==> src/hdl/hrot_pkg.sv <==
package hrot_pkg;

    localparam int FRAC = 8;
    localparam int CW   = 24;
    localparam int DW   = 19;
    localparam int YW   = 23;
    localparam int NW   = 42;
    localparam int WW   = 44;

    localparam int CFG_IDX_W  = 2;
    localparam int CFG_DATA_W = 21;

    localparam logic [CFG_IDX_W-1:0] CFG_VIEW_X = 2'd0;
    localparam logic [CFG_IDX_W-1:0] CFG_VIEW_Y = 2'd1;
    localparam logic [CFG_IDX_W-1:0] CFG_VIEW_Z = 2'd2;
    localparam logic [CFG_IDX_W-1:0] CFG_HILLS  = 2'd3;

    localparam logic OP_WRITE = 1'b0;
    localparam logic OP_TEST  = 1'b1;

    localparam logic AXIS_X = 1'b0;
    localparam logic AXIS_Z = 1'b1;

    localparam logic [1:0] LAST_CORNER = 2'd3;

    typedef enum logic [3:0] {
        ST_IDLE,
        ST_SETUP,
        ST_LOOP,
        ST_MUL,
        ST_DIV_START,
        ST_DIV_WAIT,
        ST_INTERP,
        ST_RD_LO,
        ST_RD_HI,
        ST_PROD,
        ST_CMP,
        ST_FINISH
    } t_state;

    typedef struct packed {
        logic       mem_we;
        logic       load_item;
        logic       setup;
        logic       step;
        logic       mul;
        logic       div_start;
        logic       latch_interp;
        logic       rd_en;
        logic       rd_second;
        logic       latch_h1;
        logic       latch_prod;
        logic [1:0] corner;
        logic       axis;
    } t_cmd;

    typedef struct packed {
        logic more;
        logic div_busy;
        logic hit;
    } t_status;

endpackage

==> src/hdl/hrot_div.sv <==
module hrot_div (
    input  logic                            i_clk,
    input  logic                            i_rst_n,
    input  logic                            i_start,
    input  logic signed [hrot_pkg::NW-1:0]  i_num,
    input  logic        [hrot_pkg::DW-1:0]  i_den,
    output logic                            o_busy,
    output logic signed [hrot_pkg::NW-1:0]  o_quo
);
    import hrot_pkg::*;

    localparam int CNTW = $clog2(NW + 1);

    logic            r_busy;
    logic [CNTW-1:0] r_cnt;
    logic [NW-1:0]   r_mag;
    logic [DW-1:0]   r_rem;
    logic            r_neg;
    logic [DW:0]     rem_sh;
    logic [DW:0]     rem_sub;
    logic            ge;
    logic            rem_nz;

    assign rem_sh  = {r_rem, r_mag[NW-1]};
    assign ge      = rem_sh >= {1'b0, i_den};
    assign rem_sub = rem_sh - {1'b0, i_den};
    assign rem_nz  = r_rem != '0;

    always_ff @(posedge i_clk) begin
        if (!i_rst_n) begin
            r_busy <= 1'b0;
            r_cnt  <= '0;
        end else if (i_start) begin
            r_busy <= 1'b1;
            r_cnt  <= CNTW'(NW);
        end else if (r_busy) begin
            r_cnt <= r_cnt - CNTW'(1);
            if (r_cnt == CNTW'(1)) begin
                r_busy <= 1'b0;
            end
        end
    end

    always_ff @(posedge i_clk) begin
        if (i_start) begin
            r_mag <= i_num[NW-1] ? NW'(-i_num) : NW'(i_num);
            r_rem <= '0;
            r_neg <= i_num[NW-1];
        end else if (r_busy) begin
            r_rem <= ge ? rem_sub[DW-1:0] : rem_sh[DW-1:0];
            r_mag <= {r_mag[NW-2:0], ge};
        end
    end

    // Floor division: a negative quotient with a remainder moves down by one.
    assign o_busy = r_busy;
    assign o_quo  = r_neg ? $signed(~r_mag + NW'(1) - NW'(rem_nz)) : $signed(r_mag);

endmodule

==> config.mk <==
export PLATFORM = sky130hd
export DESIGN_NAME = hrot_div
export DESIGN_NICKNAME = d
export VERILOG_FILES = /design/src/hdl/hrot_pkg.sv /design/src/hdl/hrot_div.sv
export SDC_FILE = /design/constraint.sdc
export NUM_CORES = 1
export LEC_CHECK = 0
export ABC_CLOCK_PERIOD_IN_PS = 5400
export BUFFER_PORTS_ARGS = -buffer_cell sky130_fd_sc_hd__clkbuf_2
export CORE_ASPECT_RATIO = 0.75
export CORE_MARGIN = 3
export CORE_UTILIZATION = 45
export DETAILED_ROUTE_END_ITERATION = 10
export HOLD_SLACK_MARGIN = 0.02
export PLACE_DENSITY = 0.65
export SETUP_SLACK_MARGIN = 0.02
export SYNTH_ARGS = -nofsm -noshare
export SYNTH_HDL_FRONTEND = slang
export SYNTH_SLANG_ARGS = --single-unit
==> constraint.sdc <==
create_clock -name i_clk -period 5.4 [get_ports i_clk]
set_input_delay 1.08 -clock i_clk [delete_from_list [all_inputs] [get_ports i_clk]]
set_output_delay 1.08 -clock i_clk [all_outputs]
set_load 0.005 [all_outputs]
After elaboration in Yosys (flattened, before gate mapping)
Index checks and enable logic that the tools add are counted.

word-level totals
  register bits = 69
  input bits = 64
  output and inout bits = 43
  logic and storage cells = 28

operators by class
  add/subtract/negate cells = 5
  order comparisons = 1
  equal/unequal tests = 1
  mux-type cells = 10
  bitwise gates (word level) = 2
  reductions and logical operators = 3

operators by type and width
  cell                                               count
  two-way mux 42 bit                                 4
  adder 42 x 1 -> 42 bit (second input constant)     1
  negator 42 bit                                     1
  NOT 42 bit                                         1
  subtractor 42 x 1 -> 42 bit                        1
  greater-or-equal comparator 20 x 19 -> 1 bit       1
  two-way mux 19 bit                                 1
  nonzero test 19 bit                                1
  subtractor 19 bit                                  1
  two-way mux 6 bit                                  2
  == test 6 x 1 -> 1 bit (second input constant)     1
  subtractor 6 x 1 -> 6 bit (second input constant)  1
  two-way mux 1 bit                                  3
  nonzero test 2 bit                                 1
  OR reduction 2 bit                                 1
  NOT 1 bit                                          1

Longest topological paths before layout
  depth in word-level cells = 4
  depth in mapped cells = 16
  mapped depth without buffers = 16

Worst setup path after synthesis
Ideal clock, no wire load.

  path kind = reg-to-output
  from = register r_rem[10]
  to = output port o_quo[41] (netlist bit)
  data arrival time = 3.502 ns
  path slack = 0.818 ns
  cell stages (with the launch flop) = 17
  path buffers = 0
  cell sequence = dfxtp_1 > nor4_1 > nand4_1 > nor4_1 > ha_1 > ha_1 > inv_1 > ha_1 > o21bai_1 > o21ai_0 > a2111oi_0 > nor3b_1 > a211oi_1 > a311oi_1 > o31a_1 > or3_1 > xnor2_1

between the ends
  longest elaborated chain between the ends = 3

ends and longest elaborated chain
  item                         line            RTL
  start: declaration           hrot_div.sv:17  logic [DW-1:0] r_rem;
  start signal: assignment     hrot_div.sv:50  r_rem <= ge ? rem_sub[DW-1:0] : rem_sh[DW-1:0];
  nonzero test 19 bit          hrot_div.sv:27  assign rem_nz = r_rem != '0;
  subtractor 42 x 1 -> 42 bit  hrot_div.sv:57  assign o_quo = r_neg ? $signed(~r_mag + NW'(1) - NW'(rem_nz)) : $signed(r_mag);
  two-way mux 42 bit           hrot_div.sv:57
  end: declaration             hrot_div.sv:8   output logic signed [hrot_pkg::NW-1:0] o_quo

No other way between the ends.

Final worst setup path
  from = register r_rem[6]
  to = output port o_quo[41] (netlist bit)

The elaborated chain is that of the path after synthesis.

==> results.json <==
{
  "relSlewSlack_pct": 28.7,
  "ys_warn_count": 0,
  "timing.fmax_mhz": 193,
  "reg2reg_depth": 14,
  "worstMarginPinSlew_ps": 1070,
  "path_class": "flop to primary output",
  "power.static_leakage_nw": 3.93,
  "dp_hpwl_mm": 15.7,
  "worst_r2r_endpoint": "r_rem[15]",
  "yosysTopAreaCellShare_pct": 17.2,
  "fill_cells": 1553,
  "cp.arrival_ps": 4110,
  "grt_antenna_before_repair": 1,
  "placed_area_mm2": 0.00826,
  "syn_inst": 983,
  "synth.cell_area_mm2": 0.00750,
  "crit_path_start_kind": "flop",
  "r2r_slack_ps": 1410,
  "ir_drop_mv": 0.153,
  "core_mm2": 0.0162,
  "async_flop_share_pct": 0,
  "stdcell_count": 1293,
  "ys_types": 66,
  "crit_slowest_cell": "or3_4",
  "drive_gt1_share_pct": 16.4,
  "grt_pass1_vias": 6613,
  "drc": 0,
  "die_x_um": 155,
  "cts_tree": "yes",
  "cts_buffers": 9,
  "clkTransAtPathRegs_ps": 60,
  "final.setup.tns_ps": 0,
  "start_util_pct": 46.4,
  "yosysTopAreaCell": "edfxtp_1",
  "stdcell_area_mm2": 0.00875,
  "setup_viol": 0,
  "nNetsFinal": 1208,
  "synth_common_cells": "nor2_1 (100), a21oi_1 (98), nand2_1 (98)",
  "syn_area_per_cell_um2": 7.63,
  "clkLatencyLatePin_ps": 330,
  "clockBufferDepth": 2,
  "grt.total_usage_pct": 21.8,
  "max_stage_delay_ps": 360,
  "ant_nets": 0,
  "grt_pass1_wl_mm": 33.2,
  "clock-sinks": 69,
  "finalMaxSlewViolations": 0,
  "yosysMostFrequentCell": "nor2_1",
  "die_h_um": 118,
  "period_share_pct": 96.0,
  "r2r-start": "r_mag[41]",
  "insertedDiodeCount": 0,
  "status": "finished clean",
  "io_pins": 107,
  "final-hold-violation-count": 0,
  "routed_via_density": 5.67,
  "dp.cells": 1274,
  "synthTopCellsByArea": "edfxtp_1 (17%), ha_1 (11%), dfxtp_1 (6.9%), a21oi_1 (6.5%), xor2_1 (6.3%)",
  "htreeDepth": 3,
  "rows": 40,
  "min_from": "r_rem[15]",
  "drt_iter0_drc": 696,
  "ys_seq_area_share_pct": 24.1,
  "synth_edf_count": 43,
  "fin_crit_ps": 5190,
  "gp_congestion": 0.917,
  "hold_path.class": "flop to flop",
  "maxCapViolations": 0,
  "drtPass1Iterations": 5,
  "p_per_area_mw_per_mm2": 283,
  "worstPathRequired_ps": 4320,
  "endpoint_kind": "primary output",
  "ys.flop_type": "edfxtp_1",
  "grt-ovfl-total": 0,
  "crit_chain": "nor4_2 -> nand4_1 -> nor4_2 -> ha_2 -> ha_4 -> inv_2 -> ha_4 -> o21bai_4 -> o21ai_4 -> a2111oi_4 -> nor3b_2 -> a211oi_2 -> a311oi_2 -> o31a_1 -> or3_4 -> xnor2_4 -> clkbuf_2",
  "root_buffer": "clkbuf_16",
  "holdPathStages": 2,
  "skew_ps": 6.60,
  "die-area_mm2": 0.0183,
  "num_vias": 7337,
  "rsz0062_at_grt": "true",
  "area.growth.synth_to_final_pct": 16.6,
  "synth_seq_cells": 69,
  "min_to": "r_rem[16]",
  "wl_mm": 20.5,
  "port_buffers": 106,
  "routedWlPerCell_um": 15.8,
  "syn_nets": 1113,
  "worstPathMaxFanout": 4,
  "grt_max_degree": 111
}
[sequential cells by signal, indices dropped and copies added, names as in the netlist]
signal  count
o_busy      1
r_cnt       6
r_mag      42
r_neg       1
r_rem      19
[how the worst max path moves through the flow]
stage	slack [ps]	to	startpoint
floorplan	820	o_quo[41]	r_rem[10]
global placement	-50	o_quo[41]	r_rem[2]
detailed placement	-200	o_quo[41]	r_rem[2]
CTS	30	o_quo[41]	r_rem[2]
global route	-70	o_quo[41]	r_rem[5]
finish	210	o_quo[41]	r_rem[6]
[cell type report]
cell class | instances | area [um2] | share of cell area (%)
clock inverters | 6 | 42.5 | 0.486
well taps | 210 | 263 | 3.00
clock buffers | 10 | 250 | 2.86
inverters | 81 | 304 | 3.47
repair buffers | 123 | 661 | 7.55
flip-flops and latches | 69 | 1820 | 20.7
multi-input cells | 794 | 5420 | 61.9
[power breakdown]
part / leakage, nW / total, mW / switching, mW / internal, mW
clock: 0.149 / 0.590 / 0.248 / 0.342
combinational: 3.14 / 1.20 / 0.686 / 0.519
sequential: 0.638 / 0.680 / 0.0535 / 0.627
[placed cells by master, fill, tap and decap left out, types with 12 or more instances in the layout]
cell	count
a21oi_1	98
or3_1	13
xnor2_1	33
ha_1	62
o31ai_1	15
xor2_1	54
mux2i_1	17
edfxtp_1	43
a311oi_1	12
nand3_1	15
buf_4	18
inv_1	80
nor2_1	100
dfxtp_1	25
o21a_1	12
clkbuf_2	105
a21o_1	26
nand2_1	98
o21ai_0	74
[routing by layer]
metal	routed length [um]	vias to the layer above	global-route usage [%]
li1	-	3746	-
met5	11	-	0
met4	159	2	3.25
met2	7670	213	28.8
met3	1450	21	4.04
met1	11200	3355	36.5
[stage by stage]
step                      util [%]  hold WS (ps)  setup slack (ps)  power [mW]
final                         54.1           524               215        2.47
after global routing          54.1           555             -67.3        2.66
after CTS                     53.3           520              34.3        2.45
after detailed placement      51.1           506              -201        1.83
after global placement        51.1           504             -50.4        1.83
after floorplan                  -           484               818        1.49
[critical path, delay by kind of cell, from the launching register on]
family          cells  cell delay (ps)
simple gates        5             1180
flops               1              350
xor+xnor            1              210
fa+ha+maj           3              520
compound gates      6             1310
buf+inv             2              190
[repair_timing]
item / 4_1_cts / 5_1_grt
buffers inserted: 0 / 3
setup endpoints to repair: 5 / 10
gates resized for setup: 12 / 23
pin swaps: 2 / 14
cloned: 0 / 0
hold buffers: 0 / 0
[kinds of logic (layout without fill, tap and decap cells)]
group,after synthesis,in the layout,share of synthesized area (%)
AOI/OAI and AO/OA,310,310,26.0
buffers and inverters,120,220,6.04
xor gates and xnor gates,88,88,10.3
adders and majority gates,66,66,11.1
DFF,69,69,24.1
and+or+nand+nor,311,311,19.9
muxes,19,19,2.57
(Power assumes the default switching activity.)
